`src/sv/nts_pkg.sv`:
```
// Shared types, widths and codes for the nearest timestamp frame seek block.
package nts_pkg;

  // Table geometry.
  localparam int TABLE_DEPTH = 4096;
  localparam int STAMP_BITS  = 48;
  localparam int IDX_W       = $clog2(TABLE_DEPTH);
  localparam int CNT_W       = $clog2(TABLE_DEPTH + 1);

  // Field and register widths.
  localparam int KIND_W    = 2;
  localparam int STATUS_W  = 3;
  localparam int CFG_W     = 32;
  localparam int CFG_IDX_W = 1;
  localparam int CMP_W     = (STAMP_BITS > CFG_W) ? STAMP_BITS : CFG_W;

  // Word kinds.
  localparam logic [KIND_W-1:0] KIND_APPEND = 2'd0;
  localparam logic [KIND_W-1:0] KIND_QUERY  = 2'd1;
  localparam logic [KIND_W-1:0] KIND_CLEAR  = 2'd2;

  // Result status codes.
  localparam logic [STATUS_W-1:0] STAT_OK      = 3'd0;
  localparam logic [STATUS_W-1:0] STAT_FAR     = 3'd1;
  localparam logic [STATUS_W-1:0] STAT_OUTSIDE = 3'd2;
  localparam logic [STATUS_W-1:0] STAT_UNDER   = 3'd3;
  localparam logic [STATUS_W-1:0] STAT_FULL    = 3'd4;

  // Configuration register indexes and reset values.
  localparam logic [CFG_IDX_W-1:0] CFG_TIME_WINDOW = 1'd0;
  localparam logic [CFG_IDX_W-1:0] CFG_MATCH_TOL   = 1'd1;
  localparam logic [CFG_W-1:0]     TIME_WINDOW_RST = 32'd1000;
  localparam logic [CFG_W-1:0]     MATCH_TOL_RST   = 32'd100;

  // Source of the table read address.
  typedef enum logic [1:0] {
    ADDR_FIRST,
    ADDR_LAST,
    ADDR_MID,
    ADDR_NEXT
  } nts_addr_sel_e;

  // Commands from the controller to the datapath.
  typedef struct packed {
    logic                latch_in;
    logic                do_append;
    logic                do_clear;
    logic                set_res;
    logic [STATUS_W-1:0] res_status;
    logic                rd_en;
    nts_addr_sel_e       rd_sel;
    logic                cap_first;
    logic                cap_last;
    logic                step;
    logic                calc_diff;
    logic                calc_pick;
    logic                finish;
    logic                load_out;
  } nts_cmd_t;

  // Status from the datapath to the controller.
  typedef struct packed {
    logic [KIND_W-1:0] kind;
    logic              lt_two;
    logic              full;
    logic              win_out;
    logic              init_more;
    logic              next_more;
  } nts_stat_t;

endpackage

```
`src/sv/nts_ctrl.sv`:
```
// Controller state machine that sequences table loads, clears and searches.
module nts_ctrl (
  input  logic               clk_i,
  input  logic               rst_ni,
  input  logic               in_valid_i,
  output logic               in_ready_o,
  output logic               out_valid_o,
  input  logic               out_ready_i,
  input  nts_pkg::nts_stat_t stat_i,
  output nts_pkg::nts_cmd_t  cmd_o
);

  localparam logic [3:0] S_IDLE    = 4'd0;
  localparam logic [3:0] S_EXEC    = 4'd1;
  localparam logic [3:0] S_W_FIRST = 4'd2;
  localparam logic [3:0] S_W_LAST  = 4'd3;
  localparam logic [3:0] S_CHECK   = 4'd4;
  localparam logic [3:0] S_W_MID   = 4'd5;
  localparam logic [3:0] S_DIFF    = 4'd6;
  localparam logic [3:0] S_PICK    = 4'd7;
  localparam logic [3:0] S_FINISH  = 4'd8;
  localparam logic [3:0] S_EMIT    = 4'd9;

  logic [3:0] state_q, state_d;
  logic       out_valid_q, out_valid_d;
  logic       slot_free;

  assign in_ready_o  = (state_q == S_IDLE);
  assign out_valid_o = out_valid_q;
  assign slot_free   = !out_valid_q || out_ready_i;

  // Next state and command decode.
  always_comb begin
    state_d     = state_q;
    cmd_o       = '0;
    out_valid_d = out_valid_q && !out_ready_i;
    unique case (state_q)
      S_IDLE: begin
        if (in_valid_i) begin
          cmd_o.latch_in = 1'b1;
          state_d        = S_EXEC;
        end
      end
      S_EXEC: begin
        state_d = S_EMIT;
        unique case (stat_i.kind)
          nts_pkg::KIND_APPEND: begin
            cmd_o.set_res = 1'b1;
            if (stat_i.full) begin
              cmd_o.res_status = nts_pkg::STAT_FULL;
            end else begin
              cmd_o.do_append  = 1'b1;
              cmd_o.res_status = nts_pkg::STAT_OK;
            end
          end
          nts_pkg::KIND_QUERY: begin
            if (stat_i.lt_two) begin
              cmd_o.set_res    = 1'b1;
              cmd_o.res_status = nts_pkg::STAT_UNDER;
            end else begin
              cmd_o.rd_en  = 1'b1;
              cmd_o.rd_sel = nts_pkg::ADDR_FIRST;
              state_d      = S_W_FIRST;
            end
          end
          nts_pkg::KIND_CLEAR: begin
            cmd_o.do_clear   = 1'b1;
            cmd_o.set_res    = 1'b1;
            cmd_o.res_status = nts_pkg::STAT_OK;
          end
          default: begin
            cmd_o.set_res    = 1'b1;
            cmd_o.res_status = nts_pkg::STAT_OK;
          end
        endcase
      end
      S_W_FIRST: begin
        cmd_o.cap_first = 1'b1;
        cmd_o.rd_en     = 1'b1;
        cmd_o.rd_sel    = nts_pkg::ADDR_LAST;
        state_d         = S_W_LAST;
      end
      S_W_LAST: begin
        cmd_o.cap_last = 1'b1;
        state_d        = S_CHECK;
      end
      S_CHECK: begin
        priority if (stat_i.win_out) begin
          cmd_o.set_res    = 1'b1;
          cmd_o.res_status = nts_pkg::STAT_OUTSIDE;
          state_d          = S_EMIT;
        end else if (stat_i.init_more) begin
          cmd_o.rd_en  = 1'b1;
          cmd_o.rd_sel = nts_pkg::ADDR_MID;
          state_d      = S_W_MID;
        end else begin
          state_d = S_DIFF;
        end
      end
      S_W_MID: begin
        // One bisection step per cycle: the next probe issues as this one lands.
        cmd_o.step = 1'b1;
        if (stat_i.next_more) begin
          cmd_o.rd_en  = 1'b1;
          cmd_o.rd_sel = nts_pkg::ADDR_NEXT;
        end else begin
          state_d = S_DIFF;
        end
      end
      S_DIFF: begin
        cmd_o.calc_diff = 1'b1;
        state_d         = S_PICK;
      end
      S_PICK: begin
        cmd_o.calc_pick = 1'b1;
        state_d         = S_FINISH;
      end
      S_FINISH: begin
        cmd_o.finish = 1'b1;
        state_d      = S_EMIT;
      end
      S_EMIT: begin
        if (slot_free) begin
          cmd_o.load_out = 1'b1;
          out_valid_d    = 1'b1;
          state_d        = S_IDLE;
        end
      end
      default: begin
        state_d = S_IDLE;
      end
    endcase
  end

  // State and output valid registers.
  always_ff @(posedge clk_i or negedge rst_ni) begin
    if (!rst_ni) begin
      state_q     <= S_IDLE;
      out_valid_q <= 1'b0;
    end else begin
      state_q     <= state_d;
      out_valid_q <= out_valid_d;
    end
  end

endmodule

```
`config.mk`:
```
export PLATFORM = sky130hd
export DESIGN_NAME = nts_ctrl
export DESIGN_NICKNAME = d
export VERILOG_FILES = /design/src/sv/nts_pkg.sv /design/src/sv/nts_ctrl.sv
export SDC_FILE = /design/constraint.sdc
export NUM_CORES = 1
export LEC_CHECK = 0
export BUFFER_PORTS_ARGS = -buffer_cell sky130_fd_sc_hd__clkbuf_2
export CAP_MARGIN = 20
export CORE_MARGIN = 5
export CORE_UTILIZATION = 40
export CTS_CLUSTER_SIZE = 16
export DETAILED_ROUTE_END_ITERATION = 10
export HOLD_SLACK_MARGIN = 0.06
export PLACE_DENSITY = 0.73
export SETUP_SLACK_MARGIN = 0.1
export SYNTH_ARGS = -nofsm -noshare
export SYNTH_HDL_FRONTEND = slang
export SYNTH_SLANG_ARGS = --single-unit
```
`constraint.sdc`:
```
create_clock -name clk_i -period 1.39 [get_ports clk_i]
set_input_delay 0.2085 -clock clk_i [delete_from_list [all_inputs] [get_ports clk_i]]
set_output_delay 0.2085 -clock clk_i [all_outputs]
set_load 0.05 [all_outputs]
```
==> results of run 1 <==
cells by family after synthesis:
family	after synthesis	share of synthesized area, %
buffers and inverters	10	7.944
and+or+nand+nor	41	40.66
DFF	5	23.36
AOI/OAI and AO/OA	22	28.04
metrics by stage:
stage	cells	utilization [%]	TNS, ns
after global placement	147	92.11	-1.687
after floorplan	78	-	-0.8119
after detailed placement	147	92.11	-2.026
==> flow_metrics.tcl, run 1 <==
set metrics [dict create \
    status "stopped before the end" \
    failing_step "clock tree synthesis (4_1_cts)" \
    stop_error "[ERROR DPL-0038] Utilization greater than 100%, impossible to legalize" \
    clock-sinks 5 \
    die_x_um 46.59 \
    yosysSeqAreaShare_pct 23.36 \
    async_flop_share_pct 100.0 \
    syn_inst 78 \
    die_y_um 46.59 \
    io_pins 30 \
    h-tree-depth 1 \
    yosysTopAreaCell "dfrtp_1" \
    synthTopCellsByArea "dfrtp_1 23%, nor2_1 7.7%, nand2b_1 5.8%, nor3_1 5.6%, a21oi_1 4.7%" \
    yosysWarnings 0 \
    hold_buffers 1 \
    clk_path_buf_depth 2 \
    dp_slack_ns -0.2533 \
    synth_most_common_cell "nor2_1" \
    netlist_area_um2 535.5 \
    synth_ff_type "dfrtp_1" \
    place_hpwl_um 2013 \
    portBuffers 29 \
    netlist_top_cells_count "11 x nor2_1, 6 x nor3_1" \
    synth-seq-cells 5 \
    synth_cell_type_count 31 \
    synth_top_area_share_pct 23.36 \
    cts_buffers 3 \
    cts-root-buf "clkbuf_4" \
    row_count 13 \
    dpl-instance-area_um2 1184 \
    cts-resized-gates 47 \
    synth_edf_count 0 \
    start_util_pct 41.67 \
    postCtsSetupRepairBufs 2 \
    place_congestion 0.8454 \
    syn_nets 89 \
    synth.avg_cell_area_um2 6.866 \
]
==> run 2: changes to the inputs <==
CORE_AREA = 5 5 66 68   (was default)
CORE_MARGIN = default   (was 5)
CORE_UTILIZATION = default   (was 40)
CTS_CLUSTER_SIZE = default   (was 16)
DIE_AREA = 0 0 71 73   (was default)
HOLD_SLACK_MARGIN = default   (was 0.06)
PLACE_DENSITY = default   (was 0.73)
PLACE_DENSITY_LB_ADDON = 0.15   (was default)
SETUP_SLACK_MARGIN = default   (was 0.1)
==> flow_metrics.tcl, run 2 <==
set metrics [dict create \
    finish.utilization_pct 42.26 \
    nets 152 \
    grt_pass1_vias 882 \
    drc 0 \
    largest-register "state_q" \
    period_share_pct 125.3 \
    cts-root-buf "clkbuf_8" \
    track_usage_pct 10.43 \
    setup_violations 19 \
    cp-end-kind "output port" \
    portBuffers 29 \
    status "finished, violations left" \
    vias_per_cell 4.489 \
    start_util_pct 14.10 \
    worst_slew_pin_slew_ns 0.3974 \
    relSlewSlack_pct 73.16 \
    hold_path_startpoint "in_valid_i" \
    crit_buf_inv 2 \
    syn_nets 89 \
    die_y_um 73 \
    reg2reg_slack_ns -0.05 \
    hold_path.class "primary input to flop" \
    power.density_nw_per_um2 2180 \
    yosysWarnings 0 \
    grt.overflow.total 0 \
    rsz0062_at_grt "true" \
    dieArea_um2 5183 \
    row_count 23 \
    insertion_delay_ns 0.23 \
    clock-sinks 5 \
    min_period_ns 1.742 \
    synth-seq-cells 5 \
    cts_buffers 3 \
    hold_path_depth 3 \
    synth_most_common_cell "nor2_1" \
    clkSlewWorstSetupHoldPaths_ns 0.04 \
    grt_busiest_layer "met2" \
    drt_first_pass_iters 4 \
    startpoint_type "flop" \
    critPathMaxFanout 8 \
    r2r_end "state_q[1]" \
    vias 853 \
    async_flop_share_pct 100.0 \
    place_congestion 0.8808 \
    netlist_area_um2 535.5 \
    num_antenna_cells 0 \
    r2r-start "state_q[2]" \
    met1_usage_pct 11.69 \
    io_pins 30 \
    grt_pass1_wl_um 4284 \
    violations "setup timing" \
    hold_viol 0 \
    path_class "flop to output port" \
    drive_gt1_share_pct 77.14 \
    grt_antenna_before_repair 0 \
    arrival_ns 1.53 \
    dpl-instance-area_um2 1301 \
    die_x_um 71 \
    cp.required_ns 1.18 \
    synth_ff_type "dfrtp_1" \
    wirelength_um 2651 \
    yosysTopAreaCell "dfrtp_1" \
    synth_top_area_share_pct 23.36 \
    synth_cell_type_count 31 \
    clk_path_buf_depth 2 \
    initialDrtViolationCount 16 \
    multiInputGateArea_um2 656.9 \
    fin_ws_ns -0.3523 \
    mostFrequentLayoutCells "22 x buf_4, 13 x buf_12, 12 x buf_6" \
    core_area_um2 3799 \
    fmax_mhz 574.0 \
    fillers 386 \
    maxCapViolCount 0 \
    fin_area_um2 1605 \
    skew_ns 0.001259 \
    grt_start_max_net_pins 11 \
    p_leak_nw 0.6347 \
    gr-usage-met2_pct 18.64 \
    path_cells "inv_4, and3_4, o21ai_4, a211oi_4, buf_12" \
    wl_per_cell_um 13.95 \
    synth.avg_cell_area_um2 6.866 \
    syn_inst 78 \
    h-tree-depth 1 \
    crit_start "state_q[0]" \
    largest_reg_flops 4 \
    cpLargestDelayFamily "flip-flops" \
    ir_drop_uv 790.7 \
    drtAntennaViolNets 0 \
    netlist_top_cells_count "11 x nor2_1, 6 x nor3_1" \
    yosysSeqAreaShare_pct 23.36 \
    final_common_cell "buf_4" \
    cp_slowest_cell "dfrtp_2" \
    slew_violations 0 \
    hold_path_end "state_q[0]" \
    ff2ff_path_depth 6 \
    synthTopCellsByArea "dfrtp_1 23%, nor2_1 7.7%, nand2b_1 5.8%, nor3_1 5.6%, a21oi_1 4.7%" \
    syn_to_final_growth_pct 199.8 \
    place_hpwl_um 1973 \
    cpPeakStageDelay_ns 0.49 \
    cts_tree "done" \
    synth_edf_count 0 \
    regArea_um2 131.4 \
    use_met3_pct 2.617 \
]
==> run 2: cell counts after synthesis <==
Identical to the previous run, type by type.
==> run 2: layer usage <==
metal / routed length, um / part of all wire (%) / vias up
li1: - / - / 410
met1: 1027 / 39 / 403
met2: 1388 / 52 / 34
met3: 174 / 6.6 / 6
met4: 61 / 2.3 / 0
met5: 0 / 0 / -
==> run 2: kinds of logic after synthesis <==
logic type	Yosys count	share of synthesized area (%)
simple gates	41	40.66
compound gates	22	28.04
buf+inv	10	7.944
flops	5	23.36
==> run 2: through the flow <==
step	instances	setup WS (ns)	setup TNS [ns]	power, mW	hold WS (ns)
after global routing	190	-0.3944	-4.871	3.690	0.2999
after global placement	176	-0.1691	-1.638	2.727	0.02901
final	190	-0.3523	-3.802	3.499	0.2797
after floorplan	78	-0.1613	-1.107	1.818	-0.08709
after CTS	183	-0.3531	-3.858	3.292	0.2780
after detailed placement	176	-0.1727	-1.530	2.732	0.02954
==> run 2: cell type report <==
type / instances / area share, %
Clock buffer: 3 / 2.572
Clock inverter: 1 / 0.3118
Inverter: 5 / 1.559
Multi-Input combinational cell: 63 / 40.92
Sequential cell: 5 / 8.184
Tap cell: 50 / 3.897
Timing Repair Buffer: 63 / 42.56
==> run 2: what timing repair did <==
action                                  4_1_cts  5_1_grt
gates resized for setup                      31       15
pin swaps                                     4        7
endpoints found under the setup margin       21       22
hold buffers                                  1        0
setup buffers                                 2        7
hold endpoints to repair                      5        0
==> run 2: worst max-delay path by stage <==
stage	to	slack, ns	cells past startpoint
3_3_place_gp	cmd_o[9]	-0.17	6
6_report	cmd_o[9]	-0.35	5
2_1_floorplan	cmd_o[12]	-0.16	4
4_1_cts	cmd_o[9]	-0.35	5
3_5_place_dp	cmd_o[9]	-0.17	6
5_1_grt	cmd_o[9]	-0.39	5
==> run 2: tightest hold or removal path, stage by stage <==
cell	delay, ns
clkbuf_2	0.11
o22ai_1	0.09
nand2_1	0.06
==> run 2: where the power goes <==
group          switching [mW]  total, mW  internal, mW
clock                  0.0841      0.278         0.193
sequential              0.134      0.354         0.220
combinational            1.50       2.87          1.37
total                    1.72       3.50          1.78
No activity file was read; power rests on OpenSTA's default activity.
